[src/hw/rtl/sha_pkg.sv]
// SHA-256 hasher package: controller states, command/status structs, initial
// hash values, round constants, padding constants and the rotate-right helper.
package sha_pkg;

    localparam logic [31:0] H_INIT [8] = '{
        32'h6a09e667, 32'hbb67ae85, 32'h3c6ef372, 32'ha54ff53a,
        32'h510e527f, 32'h9b05688c, 32'h1f83d9ab, 32'h5be0cd19
    };

    localparam logic [31:0] K_ROUND [64] = '{
        32'h428a2f98, 32'h71374491, 32'hb5c0fbcf, 32'he9b5dba5,
        32'h3956c25b, 32'h59f111f1, 32'h923f82a4, 32'hab1c5ed5,
        32'hd807aa98, 32'h12835b01, 32'h243185be, 32'h550c7dc3,
        32'h72be5d74, 32'h80deb1fe, 32'h9bdc06a7, 32'hc19bf174,
        32'he49b69c1, 32'hefbe4786, 32'h0fc19dc6, 32'h240ca1cc,
        32'h2de92c6f, 32'h4a7484aa, 32'h5cb0a9dc, 32'h76f988da,
        32'h983e5152, 32'ha831c66d, 32'hb00327c8, 32'hbf597fc7,
        32'hc6e00bf3, 32'hd5a79147, 32'h06ca6351, 32'h14292967,
        32'h27b70a85, 32'h2e1b2138, 32'h4d2c6dfc, 32'h53380d13,
        32'h650a7354, 32'h766a0abb, 32'h81c2c92e, 32'h92722c85,
        32'ha2bfe8a1, 32'ha81a664b, 32'hc24b8b70, 32'hc76c51a3,
        32'hd192e819, 32'hd6990624, 32'hf40e3585, 32'h106aa070,
        32'h19a4c116, 32'h1e376c08, 32'h2748774c, 32'h34b0bcb5,
        32'h391c0cb3, 32'h4ed8aa4a, 32'h5b9cca4f, 32'h682e6ff3,
        32'h748f82ee, 32'h78a5636f, 32'h84c87814, 32'h8cc70208,
        32'h90befffa, 32'ha4506ceb, 32'hbef9a3f7, 32'hc67178f2
    };

    localparam logic [7:0] PAD_BYTE = 8'h80;
    localparam logic [5:0] LEN_POS  = 6'd56;

    typedef enum logic [2:0] {
        ST_IDLE,
        ST_LOAD,
        ST_ROUND,
        ST_FOLD,
        ST_PAD,
        ST_EMIT
    } t_state;

    // commands from controller to datapath
    typedef struct packed {
        logic       take_byte;  // write input byte at fill position
        logic       pad_write;  // write one padding/length byte
        logic       pad_mark;   // padding byte is the 0x80 marker
        logic       pad_len;    // this block carries the length field
        logic       load;       // load working vars, start schedule
        logic       round;      // run one round
        logic       fold;       // add working vars into chain
        logic       restart;    // chain/fill/count back to initial
        logic       shift_out;  // advance digest word
    } t_cmd;

    typedef struct packed {
        logic [5:0] fill;
        logic       round_last;
    } t_status;

    function automatic logic [31:0] rotr(input logic [31:0] v, input int n);
        rotr = (v >> n) | (v << (32 - n));
    endfunction

endpackage

[src/hw/rtl/sha256_message_hasher.sv]
// SHA-256 message hasher top level: joins controller and datapath.
// Uses sha_pkg, sha_ctrl, sha_datapath.
//
// Takes one byte per word while idle, packed straight into the 16-word
// schedule window. Each full 64-byte block then needs a load, 64 rounds
// and a fold, during which input stalls; the shared round unit runs one
// round per cycle. End of message writes the padding one byte per cycle,
// runs one or two more compressions, then emits eight digest words, state
// word 0 first, with o_digest_last on the eighth. Output words wait in the
// chain register while i_stall is high. The chain state then returns to
// the initial values for the next message.
module sha256_message_hasher import sha_pkg::*; (
    input  logic        i_clk,
    input  logic        i_rst_n,
    input  logic        i_valid,
    output logic        o_stall,
    input  logic [7:0]  i_data_byte,
    input  logic        i_byte_present,
    input  logic        i_end_of_message,
    output logic        o_valid,
    input  logic        i_stall,
    output logic [31:0] o_digest_word,
    output logic        o_digest_last
);

    t_cmd    cmd;
    t_status status;

    sha_ctrl u_ctrl (
        .i_clk            (i_clk),
        .i_rst_n          (i_rst_n),
        .i_valid          (i_valid),
        .i_byte_present   (i_byte_present),
        .i_end_of_message (i_end_of_message),
        .i_status         (status),
        .i_out_stall      (i_stall),
        .o_stall          (o_stall),
        .o_valid          (o_valid),
        .o_last           (o_digest_last),
        .o_cmd            (cmd)
    );

    sha_datapath u_dp (
        .i_clk       (i_clk),
        .i_rst_n     (i_rst_n),
        .i_cmd       (cmd),
        .i_data_byte (i_data_byte),
        .o_status    (status),
        .o_head_word (o_digest_word)
    );

endmodule

[src/hw/rtl/sha_datapath.sv]
// SHA-256 datapath: message schedule window (also the block store), working
// variables, chain words and bit counter. Uses sha_pkg.
module sha_datapath import sha_pkg::*; (
    input  logic        i_clk,
    input  logic        i_rst_n,
    input  t_cmd        i_cmd,
    input  logic [7:0]  i_data_byte,
    output t_status     o_status,
    output logic [31:0] o_head_word
);

    logic [5:0]  r_fill;
    logic [63:0] r_bits;
    logic [31:0] r_h [8];
    logic [31:0] r_v [8];
    logic [31:0] r_w [16];
    logic [5:0]  r_round;
    logic [7:0]  pad_val;
    logic [2:0]  len_sel;
    logic        wr_en;
    logic [7:0]  wr_byte;
    logic [31:0] s0, s1, w_new, t1, t2, w_cur;
    logic [31:0] e, a;

    // padding byte: marker, then zeros, length bytes at 56..63 of the last block
    assign len_sel = r_fill[2:0];
    always_comb begin
        if (i_cmd.pad_mark) pad_val = PAD_BYTE;
        else if (i_cmd.pad_len && r_fill >= LEN_POS) pad_val = r_bits[{~len_sel, 3'b000} +: 8];
        else pad_val = '0;
    end

    assign wr_en   = i_cmd.take_byte || i_cmd.pad_write;
    assign wr_byte = i_cmd.take_byte ? i_data_byte : pad_val;

    assign w_cur = r_w[0];
    assign s0 = rotr(r_w[1], 7) ^ rotr(r_w[1], 18) ^ (r_w[1] >> 3);
    assign s1 = rotr(r_w[14], 17) ^ rotr(r_w[14], 19) ^ (r_w[14] >> 10);
    assign w_new = s1 + r_w[9] + s0 + r_w[0];
    assign e = r_v[4];
    assign a = r_v[0];
    assign t1 = r_v[7] + (rotr(e, 6) ^ rotr(e, 11) ^ rotr(e, 25))
              + ((e & r_v[5]) ^ (~e & r_v[6])) + K_ROUND[r_round] + w_cur;
    assign t2 = (rotr(a, 2) ^ rotr(a, 13) ^ rotr(a, 22))
              + ((a & r_v[1]) ^ (a & r_v[2]) ^ (r_v[1] & r_v[2]));

    // bytes land big-endian straight in the schedule window; every block
    // rewrites all 64 byte lanes before its compression starts
    always_ff @(posedge i_clk) begin
        if (wr_en) begin
            r_w[r_fill[5:2]][{~r_fill[1:0], 3'b000} +: 8] <= wr_byte;
        end else if (i_cmd.round) begin
            for (int i = 0; i < 15; i++) r_w[i] <= r_w[i+1];
            r_w[15] <= w_new;
        end
        if (i_cmd.load) begin
            for (int i = 0; i < 8; i++) r_v[i] <= r_h[i];
        end else if (i_cmd.round) begin
            r_v[7] <= r_v[6]; r_v[6] <= r_v[5]; r_v[5] <= r_v[4];
            r_v[4] <= r_v[3] + t1;
            r_v[3] <= r_v[2]; r_v[2] <= r_v[1]; r_v[1] <= r_v[0];
            r_v[0] <= t1 + t2;
        end
    end

    always_ff @(posedge i_clk) begin
        if (!i_rst_n || i_cmd.restart) begin
            r_fill  <= '0;
            r_bits  <= '0;
            r_round <= '0;
            for (int i = 0; i < 8; i++) r_h[i] <= H_INIT[i];
        end else begin
            if (i_cmd.take_byte) begin
                r_fill <= r_fill + 6'd1;
                r_bits <= r_bits + 64'd8;
            end else if (i_cmd.pad_write) begin
                r_fill <= r_fill + 6'd1;
            end
            if (i_cmd.load) r_round <= '0;
            else if (i_cmd.round) r_round <= r_round + 6'd1;
            if (i_cmd.fold) begin
                for (int i = 0; i < 8; i++) r_h[i] <= r_h[i] + r_v[i];
            end else if (i_cmd.shift_out) begin
                for (int i = 0; i < 7; i++) r_h[i] <= r_h[i+1];
                r_h[7] <= r_h[0];
            end
        end
    end

    assign o_status.fill       = r_fill;
    assign o_status.round_last = (r_round == 6'd63);
    assign o_head_word         = r_h[0];

endmodule

[src/hw/rtl/sha_ctrl.sv]
// SHA-256 controller: sequences byte intake, block compression, padding
// and digest output. Uses sha_pkg.
module sha_ctrl import sha_pkg::*; (
    input  logic    i_clk,
    input  logic    i_rst_n,
    input  logic    i_valid,
    input  logic    i_byte_present,
    input  logic    i_end_of_message,
    input  t_status i_status,
    input  logic    i_out_stall,
    output logic    o_stall,
    output logic    o_valid,
    output logic    o_last,
    output t_cmd    o_cmd
);

    t_state     r_state, n_state;
    logic       r_final, n_final;   // padding pending after this block
    logic       r_marker, n_marker; // 0x80 already written
    logic [2:0] r_cnt, n_cnt;
    logic       acc;

    assign acc = i_valid && !o_stall;

    always_comb begin
        n_state  = r_state;
        n_final  = r_final;
        n_marker = r_marker;
        n_cnt    = r_cnt;
        unique case (r_state)
            ST_IDLE: begin
                if (acc) begin
                    n_final  = i_end_of_message;
                    n_marker = 1'b0;
                    if (i_byte_present && i_status.fill == 6'd63) n_state = ST_LOAD;
                    else if (i_end_of_message) n_state = ST_PAD;
                end
            end
            ST_PAD: begin
                n_marker = 1'b1;
                // marker landing in the length area forces a second block
                if (!r_marker) n_final = (i_status.fill >= LEN_POS);
                if (i_status.fill == 6'd63) n_state = ST_LOAD;
            end
            ST_LOAD:  n_state = ST_ROUND;
            ST_ROUND: if (i_status.round_last) n_state = ST_FOLD;
            ST_FOLD: begin
                if (r_final) begin
                    n_state = ST_PAD;
                    n_final = 1'b0;
                end else if (r_marker) begin
                    n_state = ST_EMIT;
                    n_cnt   = '0;
                end else begin
                    n_state = ST_IDLE;
                end
            end
            ST_EMIT: begin
                if (!i_out_stall) begin
                    n_cnt = r_cnt + 3'd1;
                    if (r_cnt == 3'd7) n_state = ST_IDLE;
                end
            end
            default: n_state = ST_IDLE;
        endcase
    end

    // The pad state writes 0x80 first, then zeros up to 55, then length bytes.
    // A block whose marker sits at 56 or above gets zeros only, and a second
    // block with zeros and the length follows.

    always_comb begin
        o_cmd   = '0;
        o_stall = 1'b1;
        o_valid = 1'b0;
        o_last  = 1'b0;
        unique case (r_state)
            ST_IDLE: begin
                o_stall         = 1'b0;
                o_cmd.take_byte = acc && i_byte_present;
            end
            ST_PAD: begin
                o_cmd.pad_write = 1'b1;
                o_cmd.pad_mark  = !r_marker;
                o_cmd.pad_len   = r_marker && !r_final;
            end
            ST_LOAD:  o_cmd.load  = 1'b1;
            ST_ROUND: o_cmd.round = 1'b1;
            ST_FOLD:  o_cmd.fold  = 1'b1;
            ST_EMIT: begin
                o_valid         = 1'b1;
                o_last          = (r_cnt == 3'd7);
                o_cmd.shift_out = !i_out_stall;
                o_cmd.restart   = !i_out_stall && (r_cnt == 3'd7);
            end
            default: ;
        endcase
    end

    always_ff @(posedge i_clk) begin
        if (!i_rst_n) begin
            r_state  <= ST_IDLE;
            r_final  <= 1'b0;
            r_marker <= 1'b0;
            r_cnt    <= '0;
        end else begin
            r_state  <= n_state;
            r_final  <= n_final;
            r_marker <= n_marker;
            r_cnt    <= n_cnt;
        end
    end

    a_emit_cnt: assert property (@(posedge i_clk) disable iff (!i_rst_n)
        (r_state == ST_EMIT && !i_out_stall && r_cnt == 3'd7) |=> r_state == ST_IDLE)
        else $error("emit did not end after eight words");
    a_round_fold: assert property (@(posedge i_clk) disable iff (!i_rst_n)
        (r_state == ST_ROUND && i_status.round_last) |=> r_state == ST_FOLD)
        else $error("round count lost");
    a_no_take_busy: assert property (@(posedge i_clk) disable iff (!i_rst_n)
        o_cmd.take_byte |-> r_state == ST_IDLE)
        else $error("byte taken while busy");

endmodule

[config.mk]
export PLATFORM = sky130hd
export DESIGN_NAME = sha256_message_hasher
export DESIGN_NICKNAME = d
export VERILOG_FILES = /design/src/hw/rtl/sha_pkg.sv /design/src/hw/rtl/sha256_message_hasher.sv /design/src/hw/rtl/sha_datapath.sv /design/src/hw/rtl/sha_ctrl.sv
export SDC_FILE = /design/constraint.sdc
export NUM_CORES = 2
export LEC_CHECK = 0
export BUFFER_PORTS_ARGS = -buffer_cell sky130_fd_sc_hd__buf_4
export CORE_MARGIN = 2
export CORE_UTILIZATION = 49
export CTS_CLUSTER_SIZE = 24
export DETAILED_ROUTE_END_ITERATION = 7
export PLACE_DENSITY = 0.67
export SLEW_MARGIN = 15
export SYNTH_ARGS = -nofsm -noshare
export SYNTH_HDL_FRONTEND = slang
export SYNTH_SLANG_ARGS = --single-unit
[constraint.sdc]
create_clock -name i_clk -period 12.8 [get_ports i_clk]
set_clock_uncertainty 0.05 [all_clocks]
set_input_delay 1.28 -clock i_clk [delete_from_list [all_inputs] [get_ports i_clk]]
set_output_delay 1.28 -clock i_clk [all_outputs]
set_load 0.01 [all_outputs]
==> out/results.md <==
| Parameter | This run |
|:---|:---|
| Result of the run | complete, no violations |
| Number of placed cells counting well taps | 8863 |
| Number of violations reported at the end of detailed-routing iteration 0 | 6086 |
| Relative area change from synthesis to final layout | 8.82% |
| CP Data Arrival Time | 11.16 ns |
| Cells after Synth | 7176 |
| Post-synthesis area per instance | 10.2 um^2 |
| Buffer count from post-CTS setup fixing | 0 |
| Routed wire length per instance | 26.4 um |
| Area of the die | 0.152 mm^2 |
| Total via count after detailed routing | 56800 |
| Area occupied by multi-input gates | 0.0379 mm^2 |
| Max-Slew Margin vs Limit | 0.137 |
| Leakage power summed over all cells | 0.0336 uW |
| Primary FF master, synth | edfxtp_1 |
| Clk root buf | clkbuf_16 |
| Standard cell with the maximum stage delay on the critical path | ha_1 |
| Total power divided by cell area | 176 mW/mm^2 |
| Final Setup Violations | 0 |
| Final non-filler cell area | 0.0794 mm^2 |
| Worst reg-to-reg path cell count | 36 |
| Syn nets | 7784 |
| Required time of the critical path | 13.23 ns |
| Clock network latency to the later pin of the worst-skew pair | 0.79 ns |
| Worst Path Max Fanout | 22 |
| Count of unresolved DRC violations after routing | 0 |
| Die width | 390 um |
| Most common cell on crit path | fa_1 |
| Slack of the critical path | 2.07 ns |
| Total number of H-tree levels | 3 |
| Number of port buffers | 48 |
| Ports placed on the boundary | 49 |
| Count of TritonRoute iterations in the first routing pass | 6 |
| Routed Wire Length | 240000 um |
| Pins Over Slew Limit | 0 |
| Clock-pin slew on the worst setup and hold paths | 0.07 ns |
| Proportion of register bits with asynchronous set or reset after synthesis | 0 |
| Final hold violation count | 0 |
| TritonCTS Buffers | 121 |
| Top library cells by usage in the layout, fill and taps aside | edfxtp_1 (1024), nand2_1 (1000), a21o_1 (651) |
| Synthesized cell area | 0.0729 mm^2 |
| Type of element capturing the critical path | register |
| Post-synth EDFFs | 1024 |
| Peak Freq | 93.2 MHz |
| Post-CTS resize count | 0 |
| Maximum count of clock buffers along a single path | 3 |
| Final worst-path cycle share | 0.839 |
| Sink count of the clock tree | 1105 |
| Maximum number of pins on one net before global-route repair | 217 |
| Sequential cell area | 0.0324 mm^2 |
| Total track usage | 0.311 |
| Wire length of the first global-routing pass | 356000 um |
| CTS hold repair buffers | 0 |
| Final-layout fill cell count | 13100 |
| Reg-to-Reg Start | u_dp.r_round[1]$_SDFFE_PP0P_ |
| Post-detailed-route count of antenna-violating nets | 0 |
| Routability congestion estimate from global placement | 1.04 |
| Startpoint type of the worst setup path | register |
| Fraction of final layout cells sized beyond drive strength 1 | 0.0635 |
| Via count of the first global-routing pass | 54600 |
| Final total negative setup slack | 0 ns |
| Netlist cell types | 95 |
| Antenna violations before repair | 5 |
| RSZ-0062 raised after global routing | false |
| Worst Hold Depth | 2 |
| Register bit total from synthesis | 1105 |
| Global-route congestion overflow total | 0 |
| Height of the chip | 390 um |
| Minimum clock period after layout | 10.73 ns |
| Final HPWL from detailed placement | 175000 um |
| Actual transition at the worst max-transition pin | 1.28 ns |
| Max Cap Viol | 0 |
| Num rows | 141 |
| Post-Layout Cell Count | 9094 |
| Start point of the critical path | u_dp.r_round[1]$_SDFFE_PP0P_ |
| Total number of yosys warnings | 0 |
| Register area share after synthesis | 0.444 |
| Clock tree from TritonCTS | done |
| Initial core utilization | 0.493 |
| Critical path class | register to register |
| Standard cell core area | 0.148 mm^2 |
| Min-delay worst type | register to register |
| Peak VDD IR | 0.000268 V |
| Post-DR vias/cell | 6.25 |
| Startpoint of the worst hold path | u_dp.r_bits[63]$_SDFFE_PP0P_ |
| Post-Route Utilization | 0.537 |
| Peak per-stage delay on the critical path | 1.08 ns |
| Nets | 7664 |
| Commonest non-fill, non-tap cell in the layout | edfxtp_1 |
| Post-place setup slack | 2.25 ns |
| Placement-stage cell area | 0.0751 mm^2 |
worst max-delay path, delay by kind of cell (launching register included):
family | cells | cell delay (ns)
buffers and inverters | 4 | 0.88
AOI/OAI and AO/OA | 17 | 3.72
xor gates and xnor gates | 2 | 0.36
adders and majority gates | 7 | 3.62
DFF | 1 | 0.31
muxes | 1 | 0.50
and+or+nand+nor | 5 | 1.03
registers in the layout, summed over array words and instances (netlist names):
| register | cells |
|---|---|
| u_ctrl.r_final | 1 |
| u_dp.r_bits | 61 |
| u_dp.r_round | 6 |
| u_dp.r_fill | 6 |
| u_ctrl.r_state | 3 |
| u_dp.r_w | 512 |
| u_dp.r_h | 256 |
| u_dp.r_v | 256 |
| u_ctrl.r_marker | 1 |
| u_ctrl.r_cnt | 3 |
layer usage:
layer  global-route usage  part of all wire
met1                0.419              0.41
met2                0.479              0.44
met3               0.0611             0.091
met4                0.159             0.060
met5                    0           0.00031
metrics by stage:
stage / hold WS [ns] / total power (uW)
after CTS: 0.446 / 13800
after global routing: 0.477 / 14700
after detailed placement: 0.437 / 10100
after global placement: 0.424 / 9980
after floorplan: 0.405 / 8610
final: 0.453 / 13900
kinds of logic (layout without fill, tap and decap cells):
| family | after synthesis | in the layout | synth area share |
|---|---|---|---|
| other | 0 | 3 | 0 |
| buffers and inverters | 704 | 689 | 0.0380 |
| multiplexers | 70 | 70 | 0.0131 |
| XOR/XNOR | 630 | 630 | 0.0757 |
| AND/OR/NAND/NOR | 1943 | 1943 | 0.116 |
| flip-flops | 1105 | 1105 | 0.444 |
| AO/OA/AOI/OAI | 2106 | 2106 | 0.188 |
| adder cells (fa/ha/maj) | 618 | 618 | 0.125 |
layout make-up:
class | count | area share
clock inverters | 85 | 0.0127
multi-input cells | 5367 | 0.477
clock buffers | 143 | 0.0410
inverters | 297 | 0.0140
repair buffers | 164 | 0.0163
well taps | 1930 | 0.0304
diodes | 3 | 0.0000946
flip-flops and latches | 1105 | 0.408
power by group:
group	switching (uW)	leakage (uW)	internal, uW
Sequential	155	0.00980	4100
Combinational	3530	0.0218	2400
Clock	1590	0.00209	2170
Total	5280	0.0336	8670
path summary, 6_finish.rpt:
path	end	slack, ns
hold reg to reg	u_dp.r_bits[63]$_SDFFE_PP0P_	0.45
hold / removal	u_dp.r_bits[63]$_SDFFE_PP0P_	0.45
setup / recovery	u_dp.r_v[0][28]$_DFFE_PP_	2.07
setup reg to reg	u_dp.r_v[0][28]$_DFFE_PP_	2.07
synthesized netlist by cell type (all sizes together) (12+ instances only):
library cell	n	area (um^2)
a21o	651	4890
o22a	23	201
inv	294	1100
o21a	60	450
nor3	79	418
a211oi	47	368
nand2	1005	3770
o21ai	472	2360
maj3	24	240
and2	16	104
edfxtp	1024	30700
xor2	236	2070
or3	48	300
buf	67	383
ha	399	4990
nor2b	51	319
nand2b	74	465
dfxtp	81	1620
a311oi	19	166
a22o	14	123
fa	195	3900
nand3	116	591
a21oi	458	2290
o22ai	35	219
clkbuf	340	1280
o21bai	40	300
xnor2	394	3450
a221oi	15	138
a31oi	51	319
a21boi	14	105
mux2i	42	420
o211ai	31	233
nor4	12	96.3
nand4	27	169
mux4	19	432
and3	42	268
o31ai	43	323
nor2	430	1620
Power figures use the tool's default switching activity.
